`config.mk`:
```
export PLATFORM = sky130hd
export DESIGN_NAME = http_header_line_tokenizer_top
export DESIGN_NICKNAME = d
export VERILOG_FILES = /design/src/design/hhlt_pkg.sv /design/src/design/hhlt_ram.sv /design/src/design/hhlt_front.sv /design/src/design/hhlt_cmdq.sv /design/src/design/hhlt_back.sv /design/src/design/http_header_line_tokenizer_top.sv
export SDC_FILE = /design/constraint.sdc
export NUM_CORES = 1
export LEC_CHECK = 0
export BUFFER_PORTS_ARGS = -buffer_cell sky130_fd_sc_hd__clkbuf_2
export CELL_PAD_IN_SITES_DETAIL_PLACEMENT = 0
export CELL_PAD_IN_SITES_GLOBAL_PLACEMENT = 1
export CORE_ASPECT_RATIO = 0.75
export CORE_MARGIN = 2
export CORE_UTILIZATION = 25
export CTS_CLUSTER_DIAMETER = 40
export DETAILED_ROUTE_END_ITERATION = 8
export GPL_TIMING_DRIVEN = 0
export HOLD_SLACK_MARGIN = 0.03
export PLACE_DENSITY_LB_ADDON = 0.1
export SLEW_MARGIN = 5
export SYNTH_ARGS = -nofsm -noshare
export SYNTH_HDL_FRONTEND = slang
export SYNTH_SLANG_ARGS = --single-unit
```
`constraint.sdc`:
```
create_clock -name clk -period 5.5 [get_ports clk]
set_clock_uncertainty 0.2 [all_clocks]
set_input_delay 0.275 -clock clk [delete_from_list [all_inputs] [get_ports clk]]
set_output_delay 0.275 -clock clk [all_outputs]
set_load 0.01 [all_outputs]
```
`src/design/hhlt_pkg.sv`:
```
package hhlt_pkg;

    // default depth of the name store
    localparam int NAME_MAX_DEF = 48;

    // name length counter width, enough for the largest store of 63 bytes
    localparam int LEN_W = 6;

    // character codes
    localparam logic [7:0] CH_CR    = 8'h0D;
    localparam logic [7:0] CH_LF    = 8'h0A;
    localparam logic [7:0] CH_COLON = 8'h3A;
    localparam logic [7:0] CH_SPACE = 8'h20;
    localparam logic [7:0] CH_TAB   = 8'h09;

    // token kinds on the result side
    localparam logic [1:0] TK_NAME  = 2'd0;
    localparam logic [1:0] TK_VALUE = 2'd1;
    localparam logic [1:0] TK_END   = 2'd2;

    // length of the status line prefix
    localparam logic [2:0] STATUS_LEN = 3'd5;

    typedef enum logic [1:0] {
        PH_NAME,
        PH_SKIP,
        PH_VALUE,
        PH_DROP
    } phase_t;

    typedef enum logic [1:0] {
        MAIN_NONE,
        MAIN_VALUE,
        MAIN_DUMP
    } main_t;

    typedef enum logic [2:0] {
        BK_IDLE,
        BK_CR,
        BK_VAL,
        BK_RD,
        BK_WAIT,
        BK_END
    } back_state_t;

    typedef struct packed {
        logic [7:0] in_byte;
        logic       end_of_buffer;
    } item_t;

    typedef struct packed {
        logic [1:0] token_kind;
        logic [7:0] out_byte;
        logic       name_truncated;
        logic       run_last;
    } result_t;

    // per-line parser state
    typedef struct packed {
        phase_t           phase;
        logic [LEN_W-1:0] len;
        logic [2:0]       pos;
        logic             seen;
        logic             ovf;
    } line_t;

    localparam line_t LINE_RESET = '{
        phase: PH_NAME,
        len:   '0,
        pos:   '0,
        seen:  1'b1,
        ovf:   1'b0
    };

    // work for the back end caused by one input transaction
    typedef struct packed {
        logic             cr_val;
        main_t            main;
        logic [7:0]       main_byte;
        logic [LEN_W-1:0] dump_len;
        logic             end_mark;
        logic             trunc;
    } cmd_t;

    // characters of the status line prefix "HTTP/"
    function automatic logic [7:0] status_char(input logic [2:0] pos);
        logic [7:0] c;
        case (pos)
            3'd0:    c = 8'h48;
            3'd1:    c = 8'h54;
            3'd2:    c = 8'h54;
            3'd3:    c = 8'h50;
            3'd4:    c = 8'h2F;
            default: c = 8'h00;
        endcase
        return c;
    endfunction

endpackage

```
`src/design/hhlt_ram.sv`:
```
module hhlt_ram #(
    parameter int WIDTH = 8,
    parameter int DEPTH = 48
) (
    input  logic                     clk,
    input  logic                     wr_en,
    input  logic [$clog2(DEPTH)-1:0] wr_addr,
    input  logic [WIDTH-1:0]         wr_data,
    input  logic                     rd_en,
    input  logic [$clog2(DEPTH)-1:0] rd_addr,
    output logic [WIDTH-1:0]         rd_data
);

    logic [WIDTH-1:0] mem [DEPTH];

    // single write port, registered read that holds when not enabled
    always_ff @(posedge clk)
    begin
        if (wr_en)
        begin
            mem[wr_addr] <= wr_data;
        end
        if (rd_en)
        begin
            rd_data <= mem[rd_addr];
        end
    end

endmodule

```
`src/design/hhlt_front.sv`:
```
module hhlt_front
    import hhlt_pkg::*;
#(
    parameter int NAME_MAX = NAME_MAX_DEF
) (
    input  logic                        clk,
    input  logic                        rst_n,
    input  logic                        push,
    input  item_t                       item,
    output logic                        full,
    output logic                        cmd_push,
    output cmd_t                        cmd,
    input  logic                        cmdq_full,
    input  logic                        dump_done,
    output logic                        ram_wr_en,
    output logic [$clog2(NAME_MAX)-1:0] ram_wr_addr,
    output logic [7:0]                  ram_wr_data
);

    localparam int AW = $clog2(NAME_MAX);
    localparam logic [LEN_W-1:0] LEN_LIMIT = LEN_W'(NAME_MAX);

    typedef struct packed {
        line_t s;
        logic  emit_val;
        logic  dump;
        logic  wr;
    } step_t;

    line_t            line_reg, line_next;
    logic             cr_reg, cr_next;
    logic             dump_pending_reg, dump_pending_next;
    logic             accept;
    logic             wr_en;
    logic             ended;
    logic [LEN_W-1:0] len_mid;
    step_t            r1, r2;
    cmd_t             cmd_c;

    // one content byte applied to the line state
    function automatic step_t do_content(input line_t s, input logic [7:0] x);
        step_t r;
        r.s        = s;
        r.emit_val = 1'b0;
        r.dump     = 1'b0;
        r.wr       = 1'b0;
        case (s.phase)
            PH_NAME:
            begin
                if (x == CH_COLON)
                begin
                    r.dump    = 1'b1;
                    r.s.phase = PH_SKIP;
                end
                else
                begin
                    if (s.pos < STATUS_LEN)
                    begin
                        if (x != status_char(s.pos))
                        begin
                            r.s.seen = 1'b0;
                        end
                        r.s.pos = s.pos + 3'd1;
                    end
                    if (s.len < LEN_LIMIT)
                    begin
                        r.wr    = 1'b1;
                        r.s.len = s.len + LEN_W'(1);
                    end
                    else
                    begin
                        r.s.ovf = 1'b1;
                    end
                    if (r.s.pos == STATUS_LEN && r.s.seen)
                    begin
                        r.s.phase = PH_DROP;
                    end
                end
            end
            PH_SKIP:
            begin
                if (x != CH_SPACE && x != CH_TAB)
                begin
                    r.s.phase  = PH_VALUE;
                    r.emit_val = 1'b1;
                end
            end
            PH_VALUE:
            begin
                r.emit_val = 1'b1;
            end
            default:
            begin
            end
        endcase
        return r;
    endfunction

    // input side stalls on a full command queue or a name dump in flight
    assign full   = cmdq_full || dump_pending_reg;
    assign accept = push && !full;

    // classify the byte: held cr first, then the byte, then end of buffer
    always_comb
    begin
        line_next = line_reg;
        cr_next   = cr_reg;
        cmd_c     = '0;
        ended     = 1'b0;
        wr_en     = 1'b0;
        r1        = '0;
        r2        = '0;
        if (cr_reg)
        begin
            cr_next = 1'b0;
            if (item.in_byte == CH_LF)
            begin
                cmd_c.end_mark = (line_next.phase == PH_SKIP) ||
                                 (line_next.phase == PH_VALUE);
                cmd_c.trunc    = line_next.ovf;
                line_next      = LINE_RESET;
                ended          = 1'b1;
            end
            else
            begin
                // the cr byte was already written to the store on arrival
                r1           = do_content(line_next, CH_CR);
                line_next    = r1.s;
                cmd_c.cr_val = r1.emit_val;
                cmd_c.trunc  = line_next.ovf;
            end
        end
        len_mid = line_next.len;
        if (!ended)
        begin
            if (item.in_byte == CH_CR && !item.end_of_buffer)
            begin
                // hold cr, store it ahead in case it turns out to be content
                cr_next = 1'b1;
                wr_en   = (line_next.phase == PH_NAME) && (line_next.len < LEN_LIMIT);
            end
            else
            begin
                r2              = do_content(line_next, item.in_byte);
                line_next       = r2.s;
                wr_en           = r2.wr;
                cmd_c.main_byte = item.in_byte;
                cmd_c.dump_len  = len_mid;
                cmd_c.trunc     = line_next.ovf;
                if (r2.emit_val)
                begin
                    cmd_c.main = MAIN_VALUE;
                end
                else if (r2.dump && len_mid != '0)
                begin
                    cmd_c.main = MAIN_DUMP;
                end
                if (item.end_of_buffer)
                begin
                    cmd_c.end_mark = (line_next.phase == PH_SKIP) ||
                                     (line_next.phase == PH_VALUE);
                    line_next      = LINE_RESET;
                end
            end
        end
    end

    assign cmd         = cmd_c;
    assign cmd_push    = accept && (cmd_c.cr_val || cmd_c.main != MAIN_NONE || cmd_c.end_mark);
    assign ram_wr_en   = accept && wr_en;
    assign ram_wr_addr = len_mid[AW-1:0];
    assign ram_wr_data = item.in_byte;

    // dump outstanding flag
    always_comb
    begin
        dump_pending_next = dump_pending_reg;
        if (dump_done)
        begin
            dump_pending_next = 1'b0;
        end
        else if (cmd_push && cmd_c.main == MAIN_DUMP)
        begin
            dump_pending_next = 1'b1;
        end
    end

    // line state registers
    always_ff @(posedge clk or negedge rst_n)
    begin
        if (!rst_n)
        begin
            line_reg         <= LINE_RESET;
            cr_reg           <= 1'b0;
            dump_pending_reg <= 1'b0;
        end
        else
        begin
            dump_pending_reg <= dump_pending_next;
            if (accept)
            begin
                line_reg <= line_next;
                cr_reg   <= cr_next;
            end
        end
    end

endmodule

```
`src/design/hhlt_cmdq.sv`:
```
module hhlt_cmdq
    import hhlt_pkg::*;
(
    input  logic clk,
    input  logic rst_n,
    input  logic push,
    input  cmd_t din,
    output logic full,
    output logic valid,
    input  logic pop,
    output cmd_t dout
);

    cmd_t       mem [2];
    logic       wr_ptr_reg, rd_ptr_reg;
    logic [1:0] cnt_reg, cnt_next;

    assign full  = (cnt_reg == 2'd2);
    assign valid = (cnt_reg != 2'd0);
    assign dout  = mem[rd_ptr_reg];

    // occupancy
    always_comb
    begin
        cnt_next = cnt_reg;
        if (push && !pop)
        begin
            cnt_next = cnt_reg + 2'd1;
        end
        else if (pop && !push)
        begin
            cnt_next = cnt_reg - 2'd1;
        end
    end

    // pointers and count
    always_ff @(posedge clk or negedge rst_n)
    begin
        if (!rst_n)
        begin
            wr_ptr_reg <= 1'b0;
            rd_ptr_reg <= 1'b0;
            cnt_reg    <= 2'd0;
        end
        else
        begin
            cnt_reg <= cnt_next;
            if (push)
            begin
                wr_ptr_reg <= ~wr_ptr_reg;
            end
            if (pop)
            begin
                rd_ptr_reg <= ~rd_ptr_reg;
            end
        end
    end

    // entry storage
    always_ff @(posedge clk)
    begin
        if (push)
        begin
            mem[wr_ptr_reg] <= din;
        end
    end

endmodule

```
`src/design/hhlt_back.sv`:
```
module hhlt_back
    import hhlt_pkg::*;
#(
    parameter int NAME_MAX = NAME_MAX_DEF
) (
    input  logic                        clk,
    input  logic                        rst_n,
    input  logic                        cmd_valid,
    input  cmd_t                        cmd,
    output logic                        cmd_pop,
    output logic                        ram_rd_en,
    output logic [$clog2(NAME_MAX)-1:0] ram_rd_addr,
    input  logic [7:0]                  ram_rd_data,
    output logic                        dump_done,
    output result_t                     result,
    output logic                        empty,
    input  logic                        pop
);

    localparam int AW = $clog2(NAME_MAX);

    back_state_t      state_reg, state_next;
    cmd_t             cmd_reg, cmd_next;
    logic [LEN_W-1:0] idx_reg, idx_next;
    result_t          out_reg, emit_res;
    logic             out_valid_reg;
    logic             out_free;
    logic             emit;
    logic             idx_last;

    function automatic logic [7:0] to_lower(input logic [7:0] c);
        logic [7:0] r;
        r = c;
        if (c >= 8'h41 && c <= 8'h5A)
        begin
            r = c + 8'h20;
        end
        return r;
    endfunction

    assign out_free    = !out_valid_reg || pop;
    assign idx_last    = (idx_reg + LEN_W'(1)) == cmd_reg.dump_len;
    assign ram_rd_addr = idx_reg[AW-1:0];
    assign result      = out_reg;
    assign empty       = !out_valid_reg;

    // sequencer expanding one command into its results
    always_comb
    begin
        state_next = state_reg;
        cmd_next   = cmd_reg;
        idx_next   = idx_reg;
        cmd_pop    = 1'b0;
        ram_rd_en  = 1'b0;
        dump_done  = 1'b0;
        emit       = 1'b0;
        emit_res   = '0;
        emit_res.name_truncated = cmd_reg.trunc;
        case (state_reg)
            BK_IDLE:
            begin
                if (cmd_valid)
                begin
                    cmd_pop  = 1'b1;
                    cmd_next = cmd;
                    idx_next = '0;
                    if (cmd.cr_val)
                    begin
                        state_next = BK_CR;
                    end
                    else if (cmd.main == MAIN_VALUE)
                    begin
                        state_next = BK_VAL;
                    end
                    else if (cmd.main == MAIN_DUMP)
                    begin
                        state_next = BK_RD;
                    end
                    else
                    begin
                        state_next = BK_END;
                    end
                end
            end
            BK_CR:
            begin
                if (out_free)
                begin
                    emit                = 1'b1;
                    emit_res.token_kind = TK_VALUE;
                    emit_res.out_byte   = CH_CR;
                    emit_res.run_last   = (cmd_reg.main == MAIN_NONE) && !cmd_reg.end_mark;
                    if (cmd_reg.main == MAIN_VALUE)
                    begin
                        state_next = BK_VAL;
                    end
                    else if (cmd_reg.end_mark)
                    begin
                        state_next = BK_END;
                    end
                    else
                    begin
                        state_next = BK_IDLE;
                    end
                end
            end
            BK_VAL:
            begin
                if (out_free)
                begin
                    emit                = 1'b1;
                    emit_res.token_kind = TK_VALUE;
                    emit_res.out_byte   = cmd_reg.main_byte;
                    emit_res.run_last   = !cmd_reg.end_mark;
                    if (cmd_reg.end_mark)
                    begin
                        state_next = BK_END;
                    end
                    else
                    begin
                        state_next = BK_IDLE;
                    end
                end
            end
            BK_RD:
            begin
                ram_rd_en  = 1'b1;
                state_next = BK_WAIT;
            end
            BK_WAIT:
            begin
                if (out_free)
                begin
                    emit                = 1'b1;
                    emit_res.token_kind = TK_NAME;
                    emit_res.out_byte   = to_lower(ram_rd_data);
                    emit_res.run_last   = idx_last && !cmd_reg.end_mark;
                    idx_next            = idx_reg + LEN_W'(1);
                    if (idx_last)
                    begin
                        dump_done = 1'b1;
                        if (cmd_reg.end_mark)
                        begin
                            state_next = BK_END;
                        end
                        else
                        begin
                            state_next = BK_IDLE;
                        end
                    end
                    else
                    begin
                        state_next = BK_RD;
                    end
                end
            end
            BK_END:
            begin
                if (out_free)
                begin
                    emit                = 1'b1;
                    emit_res.token_kind = TK_END;
                    emit_res.out_byte   = 8'h00;
                    emit_res.run_last   = 1'b1;
                    state_next          = BK_IDLE;
                end
            end
            default:
            begin
                state_next = BK_IDLE;
            end
        endcase
    end

    // sequencer state
    always_ff @(posedge clk or negedge rst_n)
    begin
        if (!rst_n)
        begin
            state_reg <= BK_IDLE;
        end
        else
        begin
            state_reg <= state_next;
        end
    end

    // command and index registers
    always_ff @(posedge clk)
    begin
        cmd_reg <= cmd_next;
        idx_reg <= idx_next;
    end

    // output register
    always_ff @(posedge clk or negedge rst_n)
    begin
        if (!rst_n)
        begin
            out_valid_reg <= 1'b0;
        end
        else if (emit)
        begin
            out_valid_reg <= 1'b1;
        end
        else if (pop)
        begin
            out_valid_reg <= 1'b0;
        end
    end

    always_ff @(posedge clk)
    begin
        if (emit)
        begin
            out_reg <= emit_res;
        end
    end

endmodule

```
`src/design/http_header_line_tokenizer_top.sv`:
```
// HTTP header line tokenizer. Takes one raw byte of a response header block per
// transaction (end_of_buffer on the final byte) and gives name bytes (lowercased),
// value bytes (leading blanks skipped) and an end marker for each header line;
// status lines, empty lines and lines without a colon give nothing. The front end
// takes a byte per cycle while the two-entry command queue has room and no name
// replay is outstanding; the back end takes each byte's command from the queue and
// then gives its value or end results in turn. A name is replayed from the name
// store one byte at a time (registered read of the single read port), and input is
// held off from the colon until the last name byte has entered the output register.
// The name store is not cleared after reset and needs no start-up pass.
module http_header_line_tokenizer_top
    import hhlt_pkg::*;
#(
    parameter int NAME_MAX = NAME_MAX_DEF
) (
    input  logic    clk,
    input  logic    rst_n,
    input  logic    push,
    input  item_t   item,
    output logic    full,
    output logic    empty,
    input  logic    pop,
    output result_t result
);

    localparam int AW = $clog2(NAME_MAX);

    logic          cmdq_push, cmdq_full, cmdq_valid, cmdq_pop;
    cmd_t          cmdq_din, cmdq_dout;
    logic          dump_done;
    logic          ram_wr_en, ram_rd_en;
    logic [AW-1:0] ram_wr_addr, ram_rd_addr;
    logic [7:0]    ram_wr_data, ram_rd_data;

    // classifier and line state
    hhlt_front #(
        .NAME_MAX (NAME_MAX)
    ) u_front (
        .clk         (clk),
        .rst_n       (rst_n),
        .push        (push),
        .item        (item),
        .full        (full),
        .cmd_push    (cmdq_push),
        .cmd         (cmdq_din),
        .cmdq_full   (cmdq_full),
        .dump_done   (dump_done),
        .ram_wr_en   (ram_wr_en),
        .ram_wr_addr (ram_wr_addr),
        .ram_wr_data (ram_wr_data)
    );

    // command queue between front and back
    hhlt_cmdq u_cmdq (
        .clk   (clk),
        .rst_n (rst_n),
        .push  (cmdq_push),
        .din   (cmdq_din),
        .full  (cmdq_full),
        .valid (cmdq_valid),
        .pop   (cmdq_pop),
        .dout  (cmdq_dout)
    );

    // name store
    hhlt_ram #(
        .WIDTH (8),
        .DEPTH (NAME_MAX)
    ) u_name_ram (
        .clk     (clk),
        .wr_en   (ram_wr_en),
        .wr_addr (ram_wr_addr),
        .wr_data (ram_wr_data),
        .rd_en   (ram_rd_en),
        .rd_addr (ram_rd_addr),
        .rd_data (ram_rd_data)
    );

    // result sequencer
    hhlt_back #(
        .NAME_MAX (NAME_MAX)
    ) u_back (
        .clk         (clk),
        .rst_n       (rst_n),
        .cmd_valid   (cmdq_valid),
        .cmd         (cmdq_dout),
        .cmd_pop     (cmdq_pop),
        .ram_rd_en   (ram_rd_en),
        .ram_rd_addr (ram_rd_addr),
        .ram_rd_data (ram_rd_data),
        .dump_done   (dump_done),
        .result      (result),
        .empty       (empty),
        .pop         (pop)
    );

    // name store is never written while a name is being replayed
    assert property (@(posedge clk) disable iff (!rst_n)
        !(ram_wr_en && ram_rd_en))
        else $error("name store write during replay");

    // the command queue is never pushed when full
    assert property (@(posedge clk) disable iff (!rst_n)
        cmdq_push |-> !cmdq_full)
        else $error("command queue overflow");

    // an end marker carries a zero byte and closes its run
    assert property (@(posedge clk) disable iff (!rst_n)
        (!empty && result.token_kind == TK_END) |-> (result.out_byte == 8'h00 && result.run_last))
        else $error("malformed end marker");

endmodule
```
==> key figures <==
Run status
  • Status: complete, no violations

Place
  • Pre-CTS WS: -0.754 ns
  • IO Port Bufs: 26
  • Post-DP Area: 0.0221 mm^2
  • DP HPWL: 38,500 um
  • Placed Cells: 2,252
  • GP Congestion: 0.756

Timing
  • Period minus WS final: 5.10 ns
  • Slew margin rel.: 20.2%
  • # setup viols final: 0
  • Final WS setup: 0.396 ns
  • Unrepaired setup endpoints after global routing: true
  • Fmax: 196 MHz
  • Final hold violations: 0
  • Slew Limit Fails: 0
  • Final Cycle Share: 92.8%
  • Worst Max-Slew Pin Slew: 1.19 ns
  • Hold_ws: 0.0495 ns

Global route
  • Tot GR Track Use: 14.1%
  • First-pass GRT wire length: 85,000 um
  • Number of global-route vias before repair: 11,300
  • Grt met3 use: 2.68%
  • Met2 usage in global routing: 19.7%
  • Met1 GRT Util: 22.2%
  • Largest net degree at the start of global routing: 57
  • Top Usage Layer GRT: met1
  • Remaining Overflow, GRT: 0
  • Initial antenna violation count: 4

Finish
  • Multi-input logic area: 0.00565 mm^2
  • Final non-filler cell total: 2,404
  • ANT cells: 0
  • Fraction of layout cells with a size suffix above 1: 25.4%
  • Fillers: 7,941
  • Max reg flops: 384
  • Nets@finish: 1,304
  • Design area: 0.0250 mm^2
  • Sequential cell area: 0.0146 mm^2
  • P&R area growth vs syn: 21.5%

Power
  • Total power: 13.5 mW
  • VDD IR max: 0.194 mV
  • Pleak: 8.04 nW
  • P per Cell Area: 541 mW/mm^2

Worst setup path
  • CP required: 5.53 ns
  • Setup crit end kind: register
  • WP data arrival: 5.13 ns
  • Peak fanout along the critical path: 9
  • Crit-path cells: inv_1 > ha_1 > buf_6 > and2_4 > buf_6 > a221o_1 > nand2_1 > ha_1 > clkbuf_1 > nand2_1 > nor2_1 > nand3_1 > nor2_1 > nand3_1 > nor2_1
  • CP Class: reg -> reg
  • Slowest Stage Delay on Critical Path: 0.90 ns
  • Crit path max-delay family: simple AND/OR/NAND/NOR gates
  • Critical Path Start Type: register
  • Worst reg2reg path depth: 15
  • Bufs and invs on worst path: 4
  • Crit path depth: 15
  • Most frequent CP cell: nor2_1
  • Crit path max-delay cell type: nor2_1

Synthesis
  • Syn_area_per_cell: 17.8 um^2
  • Synthesized flop and latch total: 489
  • Largest area contributor in the netlist: edfxtp_1
  • Synthesized area: 0.0206 mm^2
  • Top FF cell, synth: edfxtp_1
  • Net Count, Synth: 1,186
  • Syn. warnings: 0
  • Top cell type's share of synthesized area: 68.0%
  • Count of different cell masters after synthesis: 75
  • Post-synth EDFFs: 466
  • Cells after synthesis: 1,155
  • Synth area leaders: edfxtp_1, mux4_2, dfrtp_1
  • Async set-reset flop share out of synthesis: 4.70%
  • Seq/Total Area, Yosys: 70.8%

Die
  • Chip width: 335 um
  • Die Footprint: 0.0846 mm^2
  • Chip Height: 252 um
  • Initial cell density of the core: 25.1%
  • Core footprint: 0.0819 mm^2
  • Rows: 91
  • Number of I/O pins: 27

Route
  • Routed Antenna Nets: 0
  • Iteration count of the initial detailed-routing pass: 4
  • Wire length per cell: 24.6 um
  • DRC: 0
  • Avg Vias per Cell: 4.63
  • Total wire length: 59,200 um
  • Initial drt markers: 875
  • Via count: 11,100

Clock network
  • Clock root buffer: clkbuf_16
  • Post-CTS Setup Inserts: 0
  • TritonCTS Sinks: 489
  • Total CTS buffers: 80
  • H-tree depth: 3
  • Clock buffer depth: 3
  • CTS tree: done
  • Clk pin slew, worst setup/hold paths: 0.06 ns
  • Clock Latency Late Sink: 0.64 ns

Run
  • # Max-Cap Violations: 0

Hold path
  • Min-delay worst type: in -> async
-- layer usage --
layer / vias to the layer above / wire length (um) / part of all wire, %
met5: - / 0 / 0
met4: 0 / 1030 / 1.7
met3: 74 / 2330 / 3.9
met2: 238 / 24300 / 41
met1: 5899 / 31500 / 53
li1: 4923 / - / -
-- cells by family (layout without fill, tap and decap cells) --
logic type / count (synthesis) / count (layout) / synth area share, %
AO/OA/AOI/OAI: 124 / 124 / 4.06
multiplexers: 150 / 150 / 14.7
adder cells (fa/ha/maj): 18 / 18 / 1.09
buffers and inverters: 81 / 261 / 1.77
XOR/XNOR: 24 / 24 / 1.02
AND/OR/NAND/NOR: 269 / 269 / 6.53
flip-flops: 489 / 489 / 70.8
-- worst register-to-register path: stages, from the launching register on --
cell	delay, ns
dfrtp_1	0.41
inv_1	0.06
ha_1	0.20
buf_6	0.14
and2_4	0.16
buf_6	0.13
a221o_1	0.35
nand2_1	0.20
ha_1	0.19
clkbuf_1	0.35
nand2_1	0.27
nor2_1	0.22
nand3_1	0.19
nor2_1	0.23
nand3_1	0.49
nor2_1	0.91
-- synthesized netlist by cell type, types with 5 or more instances --
library cell,count
mux4_2,120
dfrtp_1,22
inv_1,23
nand3_1,20
xnor2_1,15
o21ai_0,33
and3_1,12
mux2i_1,12
ha_1,18
nor2_1,99
nand2_1,68
mux2_2,18
nand2b_1,8
clkbuf_1,29
buf_2,11
a21oi_1,24
nand4_1,5
nor4_1,6
xor2_1,9
nor2b_1,7
buf_1,13
nor3_1,11
edfxtp_1,466
o211ai_1,6
a31oi_1,13
a22o_1,9
-- cell usage in the layout (no fill, tap or decap), types with 8 or more instances in the layout --
cell / instances
clkinv_1: 10
clkbuf_2: 19
bufinv_16: 13
inv_6: 12
mux2_2: 18
buf_2: 12
clkbuf_1: 35
a31oi_1: 13
and3_1: 12
inv_1: 23
xor2_1: 9
nand2b_1: 8
nor3_1: 11
nand3_1: 20
mux4_2: 120
edfxtp_1: 466
o21ai_0: 33
a22o_1: 9
nor2_1: 93
nand2_1: 68
mux2i_1: 12
ha_1: 18
dfrtp_1: 22
nor2_2: 8
a21oi_1: 24
buf_1: 13
xnor2_1: 15
clkbuf_16: 80
-- final timing paths --
kind	end	startpoint	slack, ns
max	u_name_ram.mem[26][4]	u_front.line_reg[11]	0.40
min	u_cmdq.cnt_reg[0]	rst_n	0.05
max reg2reg	u_name_ram.mem[26][4]	u_front.line_reg[11]	0.40
min reg2reg	u_back.result[1]	u_back.cmd_reg[0]	0.24
max in group asynchronous	u_front.line_reg[5]	rst_n	4.55
min in group clk	u_front.line_reg[4]	item[0]	0.08
-- stage by stage --
| stage | setup TNS [ns] | util [%] |
|---|---|---|
| 2_1_floorplan | 0 | - |
| 3_3_place_gp | -256.13 | 26.9 |
| 3_5_place_dp | -193.02 | 27.0 |
| 4_1_cts | 0 | 30.4 |
| 5_1_grt | -0.161 | 30.5 |
| 6_report | 0 | 30.5 |
-- timing repair --
action | in CTS | in global routing
hold buffers | 3 | 4
resized for setup | 2 | 6
endpoints found under the hold margin | 28 | 4
endpoints found under the setup margin | 23 | 50
-- power by group --
group	switching, mW	total, mW	internal, mW
sequential	0.148	4.64	4.49
clock	1.92	5.26	3.34
combinational	2.17	3.63	1.46
-- layout make-up --
| cell class | count | share of cell area [%] |
|---|---|---|
| Multi-Input combinational cell | 585 | 22.6 |
| Buffer | 58 | 1.12 |
| Inverter | 23 | 0.345 |
| Clock inverter | 57 | 3.12 |
| Tap cell | 1069 | 5.35 |
| Timing Repair Buffer | 36 | 1.06 |
| Clock buffer | 87 | 8.11 |
| Sequential cell | 489 | 58.3 |
Power figures use the tool's default switching activity.
